==> src/assert_macros.svh <==
// assertion helpers shared by the rtl files
// every property samples on clk and is off while rst is high
`ifndef ASSERT_MACROS_SVH
`define ASSERT_MACROS_SVH

// same-cycle implication
`define SKF_ASSERT_SAME(label, ante, cons, msg) \
  label: assert property (@(posedge clk) disable iff (rst) (ante) |-> (cons)) \
    else $error(msg);

// next-cycle implication
`define SKF_ASSERT_NEXT(label, ante, cons, msg) \
  label: assert property (@(posedge clk) disable iff (rst) (ante) |=> (cons)) \
    else $error(msg);

`endif

==> src/skf_pkg.sv <==
// ----------------------------------------------------------------------------
// skf_pkg
// shared constants, register codes and controller/datapath interface types
// ----------------------------------------------------------------------------
package skf_pkg;

  localparam int FRACTION_BITS = 16;
  localparam int GAIN_BITS     = 16;
  localparam int GAIN_W        = GAIN_BITS + 1;
  localparam int DATA_W        = 32;
  localparam int SAMPLE_W      = 16;
  localparam int MEAS_W        = SAMPLE_W + FRACTION_BITS;
  localparam int DIFF_W        = ((MEAS_W > DATA_W) ? MEAS_W : DATA_W) + 1;
  localparam int PROD_W        = GAIN_W + 1 + DIFF_W;
  localparam int UPD_W         = DIFF_W + 2;
  localparam int DIV_STEPS     = GAIN_BITS + 1;
  localparam int CNT_W         = $clog2(DIV_STEPS);
  localparam int IDX_W         = 2;
  localparam int TDATA_W       = ((2 * DATA_W + GAIN_W + 7) / 8) * 8;

  localparam logic [GAIN_W-1:0] GAIN_ONE = GAIN_W'(1) << GAIN_BITS;

  // register indexes
  localparam logic [IDX_W-1:0] REG_PROCESS_NOISE     = 2'd0;
  localparam logic [IDX_W-1:0] REG_MEASUREMENT_NOISE = 2'd1;
  localparam logic [IDX_W-1:0] REG_INITIAL_ESTIMATE  = 2'd2;
  localparam logic [IDX_W-1:0] REG_INITIAL_VARIANCE  = 2'd3;

  // register reset values
  localparam logic [DATA_W-1:0] RST_PROCESS_NOISE     = 32'd655;
  localparam logic [DATA_W-1:0] RST_MEASUREMENT_NOISE = 32'd65536;
  localparam logic [DATA_W-1:0] RST_INITIAL_ESTIMATE  = 32'd0;
  localparam logic [DATA_W-1:0] RST_INITIAL_VARIANCE  = 32'd65536;

  typedef struct packed {
    logic load;        // latch the sample on input transfer
    logic predict;     // predicted variance, denominator, residual
    logic div_step;    // one restoring divider step
    logic mul_est;     // gain times residual into product register
    logic mul_var;     // estimate update, (one - gain) times variance
    logic write_back;  // variance update and output register load
  } skf_cmd_t;

  typedef struct packed {
    logic div_last;    // divider is on its final step
  } skf_status_t;

endpackage

==> src/skf_datapath.sv <==
// ----------------------------------------------------------------------------
// skf_datapath
// config registers, filter state, serial gain divider and shared multiplier
// ----------------------------------------------------------------------------
`include "assert_macros.svh"

module skf_datapath import skf_pkg::*; (
  input  logic                       clk,
  input  logic                       rst,
  input  logic                       cfg_we,
  input  logic [IDX_W-1:0]           cfg_index,
  input  logic [DATA_W-1:0]          cfg_data,
  input  logic signed [SAMPLE_W-1:0] sample_value,
  input  skf_cmd_t                   cmd,
  output skf_status_t                status,
  output logic signed [DATA_W-1:0]   filtered_estimate,
  output logic [DATA_W-1:0]          error_variance,
  output logic [GAIN_W-1:0]          kalman_gain
);

  logic [DATA_W-1:0]          process_noise;
  logic [DATA_W-1:0]          measurement_noise;
  logic [DATA_W-1:0]          initial_estimate;
  logic [DATA_W-1:0]          initial_variance;
  logic signed [DATA_W-1:0]   estimate;
  logic [DATA_W-1:0]          variance;
  logic signed [SAMPLE_W-1:0] sample;
  logic [DATA_W-1:0]          pm;
  logic [DATA_W:0]            sum;
  logic                       sum_zero;
  logic [DATA_W:0]            rem;
  logic [GAIN_W-1:0]          quo;
  logic [CNT_W-1:0]           cnt;
  logic signed [DIFF_W-1:0]   diff;
  logic signed [PROD_W-1:0]   prod;

  logic [DATA_W:0]            pm_wide;
  logic [DATA_W-1:0]          pm_next;
  logic [DATA_W:0]            sum_next;
  logic signed [MEAS_W-1:0]   meas;
  logic signed [DIFF_W-1:0]   diff_next;
  logic                       shift_bit;
  logic [DATA_W+1:0]          trial;
  logic [DATA_W+1:0]          trial_sub;
  logic                       q_bit;
  logic [GAIN_W-1:0]          gain;
  logic [GAIN_W-1:0]          mul_a;
  logic signed [GAIN_W:0]     mul_a_s;
  logic signed [DIFF_W-1:0]   mul_b;
  logic signed [PROD_W-1:0]   product;
  logic signed [PROD_W-1:0]   shifted;
  logic signed [UPD_W-1:0]    upd;
  logic                       upd_fits;
  logic signed [DATA_W-1:0]   est_next;
  logic [DATA_W-1:0]          var_new;

  // prediction: saturating variance plus process noise
  assign pm_wide   = {1'b0, variance} + {1'b0, process_noise};
  assign pm_next   = pm_wide[DATA_W] ? '1 : pm_wide[DATA_W-1:0];
  assign sum_next  = {1'b0, pm_next} + {1'b0, measurement_noise};
  assign meas      = {sample, {FRACTION_BITS{1'b0}}};
  assign diff_next = DIFF_W'(meas) - DIFF_W'(estimate);

  // restoring divider on (pm << GAIN_BITS) / sum, upper quotient bits known zero
  assign shift_bit = (cnt == '0) ? pm[0] : 1'b0;
  assign trial     = {rem, shift_bit};
  assign trial_sub = trial - {1'b0, sum};
  assign q_bit     = ~trial_sub[DATA_W+1];
  assign gain      = sum_zero ? '0 : quo;

  // shared multiplier
  assign mul_a   = cmd.mul_est ? gain : GAIN_ONE - gain;
  assign mul_a_s = $signed({1'b0, mul_a});
  assign mul_b   = cmd.mul_est ? diff : $signed({{(DIFF_W-DATA_W){1'b0}}, pm});
  assign product = mul_a_s * mul_b;

  // estimate update with floor shift and saturation
  assign shifted  = prod >>> GAIN_BITS;
  assign upd      = $signed(shifted[UPD_W-1:0]) + UPD_W'(estimate);
  assign upd_fits = (&upd[UPD_W-1:DATA_W-1]) | ~(|upd[UPD_W-1:DATA_W-1]);
  assign est_next = upd_fits ? upd[DATA_W-1:0] :
                    upd[UPD_W-1] ? $signed({1'b1, {(DATA_W-1){1'b0}}}) :
                                   $signed({1'b0, {(DATA_W-1){1'b1}}});

  assign var_new = prod[GAIN_BITS +: DATA_W];

  assign status.div_last = (cnt == CNT_W'(DIV_STEPS - 1));

  // configuration registers
  always_ff @(posedge clk) begin
    if (rst) begin
      process_noise     <= RST_PROCESS_NOISE;
      measurement_noise <= RST_MEASUREMENT_NOISE;
      initial_estimate  <= RST_INITIAL_ESTIMATE;
      initial_variance  <= RST_INITIAL_VARIANCE;
    end else if (cfg_we) begin
      case (cfg_index)
        REG_PROCESS_NOISE:     process_noise     <= cfg_data;
        REG_MEASUREMENT_NOISE: measurement_noise <= cfg_data;
        REG_INITIAL_ESTIMATE:  initial_estimate  <= cfg_data;
        REG_INITIAL_VARIANCE:  initial_variance  <= cfg_data;
        default: ;
      endcase
    end
  end

  // filter state, reloaded on any register write
  always_ff @(posedge clk) begin
    if (rst) begin
      estimate <= $signed(RST_INITIAL_ESTIMATE);
      variance <= RST_INITIAL_VARIANCE;
    end else if (cfg_we) begin
      estimate <= (cfg_index == REG_INITIAL_ESTIMATE) ? $signed(cfg_data)
                                                       : $signed(initial_estimate);
      variance <= (cfg_index == REG_INITIAL_VARIANCE) ? cfg_data : initial_variance;
    end else begin
      if (cmd.mul_var) begin
        estimate <= est_next;
      end
      if (cmd.write_back) begin
        variance <= var_new;
      end
    end
  end

  // working registers
  always_ff @(posedge clk) begin
    if (cmd.load) begin
      sample <= sample_value;
    end
    if (cmd.predict) begin
      pm       <= pm_next;
      sum      <= sum_next;
      sum_zero <= (sum_next == '0);
      rem      <= {2'b00, pm_next[DATA_W-1:1]};
      quo      <= '0;
      cnt      <= '0;
      diff     <= diff_next;
    end
    if (cmd.div_step) begin
      rem <= q_bit ? trial_sub[DATA_W:0] : trial[DATA_W:0];
      quo <= {quo[GAIN_W-2:0], q_bit};
      cnt <= cnt + CNT_W'(1);
    end
    if (cmd.mul_est || cmd.mul_var) begin
      prod <= product;
    end
    if (cmd.write_back) begin
      filtered_estimate <= estimate;
      error_variance    <= var_new;
      kalman_gain       <= gain;
    end
  end

  `SKF_ASSERT_SAME(a_gain_range, cmd.write_back, gain <= GAIN_ONE, "gain above one")
  `SKF_ASSERT_SAME(a_var_shrinks, cmd.write_back, var_new <= pm, "variance above prediction")

endmodule

==> src/skf_ctrl.sv <==
// ----------------------------------------------------------------------------
// skf_ctrl
// sequencer for one filter step and output valid tracking
// ----------------------------------------------------------------------------
`include "assert_macros.svh"

module skf_ctrl import skf_pkg::*; (
  input  logic        clk,
  input  logic        rst,
  input  logic        in_valid,
  output logic        in_ready,
  output logic        out_valid,
  input  logic        out_ready,
  input  skf_status_t status,
  output skf_cmd_t    cmd
);

  localparam logic [2:0] ST_IDLE = 3'd0;
  localparam logic [2:0] ST_PRED = 3'd1;
  localparam logic [2:0] ST_DIV  = 3'd2;
  localparam logic [2:0] ST_MULE = 3'd3;
  localparam logic [2:0] ST_MULV = 3'd4;
  localparam logic [2:0] ST_WB   = 3'd5;

  logic [2:0] state;
  logic [2:0] state_next;
  logic       out_free;

  assign in_ready = (state == ST_IDLE);
  assign out_free = ~out_valid | out_ready;

  always_comb begin
    cmd        = '0;
    state_next = state;
    case (state)
      ST_IDLE: begin
        if (in_valid) begin
          cmd.load   = 1'b1;
          state_next = ST_PRED;
        end
      end
      ST_PRED: begin
        cmd.predict = 1'b1;
        state_next  = ST_DIV;
      end
      ST_DIV: begin
        cmd.div_step = 1'b1;
        if (status.div_last) begin
          state_next = ST_MULE;
        end
      end
      ST_MULE: begin
        cmd.mul_est = 1'b1;
        state_next  = ST_MULV;
      end
      ST_MULV: begin
        cmd.mul_var = 1'b1;
        state_next  = ST_WB;
      end
      ST_WB: begin
        if (out_free) begin
          cmd.write_back = 1'b1;
          state_next     = ST_IDLE;
        end
      end
      default: state_next = ST_IDLE;
    endcase
  end

  always_ff @(posedge clk) begin
    if (rst) begin
      state     <= ST_IDLE;
      out_valid <= 1'b0;
    end else begin
      state <= state_next;
      if (cmd.write_back) begin
        out_valid <= 1'b1;
      end else if (out_ready) begin
        out_valid <= 1'b0;
      end
    end
  end

  `SKF_ASSERT_NEXT(a_accept_starts, in_valid && in_ready, state == ST_PRED, "accept without start")
  `SKF_ASSERT_NEXT(a_div_ends, state == ST_DIV && status.div_last, state == ST_MULE, "divider overrun")
  `SKF_ASSERT_NEXT(a_wb_shows, state == ST_WB && !out_valid, out_valid, "result not presented")

endmodule

==> src/scalar_kalman_filter.sv <==
// ----------------------------------------------------------------------------
// scalar_kalman_filter: one-dimensional fixed-point kalman filter
// steps: load, predict, 17-step gain divider, two multiplier passes, write back
// one sample in flight; write back waits for a free output register
// reset: synchronous, loads default registers, estimate 0, variance 1.0
// ----------------------------------------------------------------------------
module scalar_kalman_filter import skf_pkg::*; (
  input  logic                 clk,
  input  logic                 rst,
  // configuration write port
  input  logic                 cfg_we,
  input  logic [IDX_W-1:0]     cfg_index,
  input  logic [DATA_W-1:0]    cfg_data,
  // sample stream
  input  logic                 s_axis_tvalid,
  output logic                 s_axis_tready,
  input  logic [SAMPLE_W-1:0]  s_axis_tdata,   // [15:0] sample_value
  // result stream
  output logic                 m_axis_tvalid,
  input  logic                 m_axis_tready,
  output logic [TDATA_W-1:0]   m_axis_tdata    // filtered_estimate, error_variance,
                                               // kalman_gain, zero pad
);

  skf_cmd_t                 cmd;
  skf_status_t              status;
  logic signed [DATA_W-1:0] filtered_estimate;
  logic [DATA_W-1:0]        error_variance;
  logic [GAIN_W-1:0]        kalman_gain;

  // sequencer: one item in flight; the output register lets a new
  // sample transfer while the previous result still waits downstream
  skf_ctrl u_ctrl (
    .clk       (clk),
    .rst       (rst),
    .in_valid  (s_axis_tvalid),
    .in_ready  (s_axis_tready),
    .out_valid (m_axis_tvalid),
    .out_ready (m_axis_tready),
    .status    (status),
    .cmd       (cmd)
  );

  // datapath: predict, divide for the gain, then two passes through
  // the shared multiplier for the estimate and the variance
  skf_datapath u_datapath (
    .clk               (clk),
    .rst               (rst),
    .cfg_we            (cfg_we),
    .cfg_index         (cfg_index),
    .cfg_data          (cfg_data),
    .sample_value      ($signed(s_axis_tdata)),
    .cmd               (cmd),
    .status            (status),
    .filtered_estimate (filtered_estimate),
    .error_variance    (error_variance),
    .kalman_gain       (kalman_gain)
  );

  // result packing, first field in the low bits
  assign m_axis_tdata = {{(TDATA_W - 2 * DATA_W - GAIN_W){1'b0}},
                         kalman_gain, error_variance, filtered_estimate};

endmodule
==> config.mk <==
export PLATFORM = sky130hd
export DESIGN_NAME = scalar_kalman_filter
export DESIGN_NICKNAME = d
export VERILOG_FILES = /design/src/skf_pkg.sv /design/src/skf_datapath.sv /design/src/skf_ctrl.sv /design/src/scalar_kalman_filter.sv
export VERILOG_INCLUDE_DIRS = /design/src /design/src/src
export SDC_FILE = /design/constraint.sdc
export NUM_CORES = 2
export LEC_CHECK = 0
export BUFFER_PORTS_ARGS = -buffer_cell sky130_fd_sc_hd__buf_2
export CAP_MARGIN = 5
export CORE_MARGIN = 2
export CORE_UTILIZATION = 55
export DETAILED_ROUTE_END_ITERATION = 10
export PLACE_DENSITY_LB_ADDON = 0.15
export SYNTH_ARGS = -nofsm -noshare
export SYNTH_HDL_FRONTEND = slang
export SYNTH_SLANG_ARGS = --single-unit
export TNS_END_PERCENT = 30
==> constraint.sdc <==
create_clock -name clk -period 10.35 [get_ports clk]
set_input_delay 1.5525 -clock clk [delete_from_list [all_inputs] [get_ports clk]]
set_output_delay 1.5525 -clock clk [all_outputs]
set_load 0.02 [all_outputs]
==> out/results.tsv <==
stage	metric	value	unit
run_status	outcome	completed	
cells_and_area	synthToLayoutAreaGrowth	8.77	%
clock_tree	clk_latency	0.65	ns
setup_path	crit_path_max_incr_delay	0.72	ns
setup_path	crit_path_end	u_datapath.prod[50]	
setup_path	required	10.71	ns
routing	first_pass_iters	5	
yosys	synth_area_per_cell	9.00	um^2
routing	vias	36400	
yosys	synth_cell_type_count	77	
floorplan	die-width	291	um
setup_path	arrival	9.84	ns
floorplan	row_count	105	
setup_path	cp_num_buf_inv	5	
routing	wl_per_cell	23.2	um
sta	hold_violations	0	
clock_tree	cts_root_buf	clkbuf_16	
sta	drv_slew	0	
floorplan	pin_count	145	
setup_path	critPathSlowestCell	edfxtp_1	
yosys	ys_seq_elements	482	
yosys	yosysSeqAreaShare	27.7	%
yosys	async_reset_ff_share	0	%
clock_tree	ctsResizeCount	0	
sta	finalSetupViolations	0	
grt	first_global_vias	35800	
cells_and_area	nets	5918	
clock_tree	cts_buffers	54	
clock_tree	clock_path_buffers	3	
floorplan	die-area	84500	um^2
grt	grt_use_total	34.2	%
yosys	synth-warning-count	0	
grt	gr-total-overflow	0	
setup_path	crit_type	reg2reg	
clock_tree	clk_pin_slew_worst_paths	0.07	ns
setup_path	path_max_fanout	21	
floorplan	coreArea	81700	um^2
clock_tree	hold_buffers	0	
sta	fin_crit	9.48	ns
setup_path	crit_family	adder cells	
grt	grt_max_degree	88	
setup_path	worst_setup_path_end_kind	flip-flop	
routing	drtIter0Drc	3200	
routing	ant_nets	0	
sta	worst_slew_pin_slew	1.11	ns
grt	antenna_found_initial	8	
cells_and_area	layout_common_cells	954 x nand2_1, 720 x inv_1, 538 x fa_1	
setup_path	rr_endpoint	u_datapath.prod[50]	
sta	setup_tns	0	ns
setup_path	rr_worst_depth	31	
setup_path	crit_cells	31	
sta	hold_ws	0.454	ns
routing	drc	0	
setup_path	r2r-start	u_datapath.sum_zero	
floorplan	die-height	291	um
placement	port_buffers	137	
setup_path	worstSetupStartpointType	flip-flop	
grt	grt_pass1_wl	219	mm
sta	relSlewSlack	25.4	%
clock_tree	htree_num_levels	2	
clock_tree	cts_num_sinks	482	
floorplan	start_util	55.3	%
hold_path	min_path_type	reg2reg	
routing	routed_wl	143	mm
flow_run	drv_cap	0	
placement	hpwl	112	mm
routing	viasPerCell	5.89	
clock_tree	tritoncts	built	
setup_path	r2r_setup_slack	0.87	ns
yosys	syn_area	45200	um^2
setup_path	crit_start	u_datapath.sum_zero	
sta	fmax	0.106	GHz
yosys	yosys_most_used_dff	edfxtp_1	
cells_and_area	utilization	60.1	%
sta	rsz0062_at_grt	no	
cells_and_area	final_common_cell	nand2_1	
sta	period_share	91.6	%
hold_path	hold_depth	2	
cells_and_area	drive_gt1_share	7.17	%
yosys	postSynthCellCount	5020	
sta	fin_skew	0.0405	ns
setup_path	crit_top_cell	fa_1	
placement	gp_congestion	0.973	
clock_tree	post_cts_buffers	0	
yosys	synth-edff-count	286	
[per-stage QoR]
step                cell area [um^2]  setup slack [ns]  instances
floorplan                      45200             0.601       5026
global placement               47100              1.14       6071
detailed placement             47100              1.02       6071
CTS                            49100             0.966       6173
global route                   49100             0.297       6173
finish                         49100             0.873       6178
[state kept, by name (all words and copies together) (netlist names), 3 cells and up]
signal	count
u_datapath.prod	35
u_datapath.kalman_gain	17
u_ctrl.state	3
u_datapath.process_noise	32
u_datapath.variance	32
u_datapath.quo	17
u_datapath.diff	33
u_datapath.sum	33
u_datapath.estimate	32
u_datapath.pm	32
u_datapath.filtered_estimate	32
u_datapath.sample	16
u_datapath.initial_estimate	32
u_datapath.measurement_noise	32
u_datapath.error_variance	32
u_datapath.initial_variance	32
u_datapath.cnt	5
u_datapath.rem	33
[Yosys cell counts (8+ instances only)]
cell type	number	area share, %
a21oi_1	290	3.2
clkbuf_1	211	1.8
o21ai_0	132	1.5
dfxtp_1	196	8.7
nor4_1	12	0.17
o31ai_1	15	0.25
o21bai_1	23	0.38
nor2b_1	35	0.48
edfxtp_1	286	19
nand3_1	100	1.1
xnor2_1	127	2.5
buf_4	8	0.13
xor2_1	73	1.4
nor3b_1	8	0.13
a21o_1	76	1.3
and3_1	20	0.28
nand2_1	954	7.9
fa_1	538	24
a31oi_1	37	0.51
or3_1	20	0.28
and2_1	70	0.97
mux2i_1	38	0.84
or2_2	14	0.19
a211o_1	8	0.16
nor3_1	57	0.63
nand2b_1	31	0.43
a311oi_1	40	0.78
o21a_1	55	0.91
o31a_1	8	0.16
inv_1	721	6.0
a211oi_1	84	1.4
buf_1	14	0.12
nand3b_1	11	0.18
o211ai_1	14	0.23
nor2_1	292	2.4
ha_1	268	7.4
nand4_1	25	0.35
[metal layers]
layer | wire (um) | track usage (%) | vias up
li1 | - | - | 16500
met1 | 59900 | 48.3 | 18100
met2 | 63000 | 52.4 | 1582
met3 | 13800 | 6.29 | 284
met4 | 6510 | 13.0 | 4
met5 | 31 | 0 | -
[how the worst min path moves through the flow]
stage                                     from                         endpoint  slack [ns]
4_1_cts        u_datapath.initial_variance[18]  u_datapath.initial_variance[18]        0.46
5_1_grt        u_datapath.initial_variance[15]  u_datapath.initial_variance[15]        0.47
6_report       u_datapath.initial_variance[18]  u_datapath.initial_variance[18]        0.45
2_1_floorplan   u_datapath.initial_estimate[0]   u_datapath.initial_estimate[0]        0.43
3_5_place_dp   u_datapath.initial_estimate[20]  u_datapath.initial_estimate[20]        0.44
3_3_place_gp   u_datapath.initial_estimate[19]  u_datapath.initial_estimate[19]        0.43
[worst reg2reg max path: cells and delay by family (launching register included)]
family / cells / cell delay (ns)
DFF: 1 / 0.72
xor gates and xnor gates: 2 / 0.77
buffers and inverters: 5 / 0.61
adders and majority gates: 7 / 3.30
AOI/OAI and AO/OA: 7 / 2.09
and+or+nand+nor: 10 / 1.73
[cell families (layout without fill, tap and decap cells)]
kind of cell,Yosys count,in the layout,synth area share (%)
AOI/OAI and AO/OA,854,854,12.1
DFF,482,482,27.7
adders and majority gates,806,806,31.3
other,1,12,0.00830
xor gates and xnor gates,200,200,3.88
muxes,39,39,0.867
buffers and inverters,956,1033,8.04
and+or+nand+nor,1682,1682,16.1
[area by class of cell]
type / count / area, um^2
clock inverters: 33 / 548
fillers: 7206 / 32600
flip-flops and latches: 482 / 12500
clock buffers: 69 / 1510
repair buffers: 210 / 1250
multi-input cells: 3588 / 29300
inverters: 721 / 2710
well taps: 1070 / 1340
diodes: 5 / 12.5
Power is left out: the tool's default activity adds up to more than one toggle a clock period on the data nets, which glitch-free logic cannot reach.
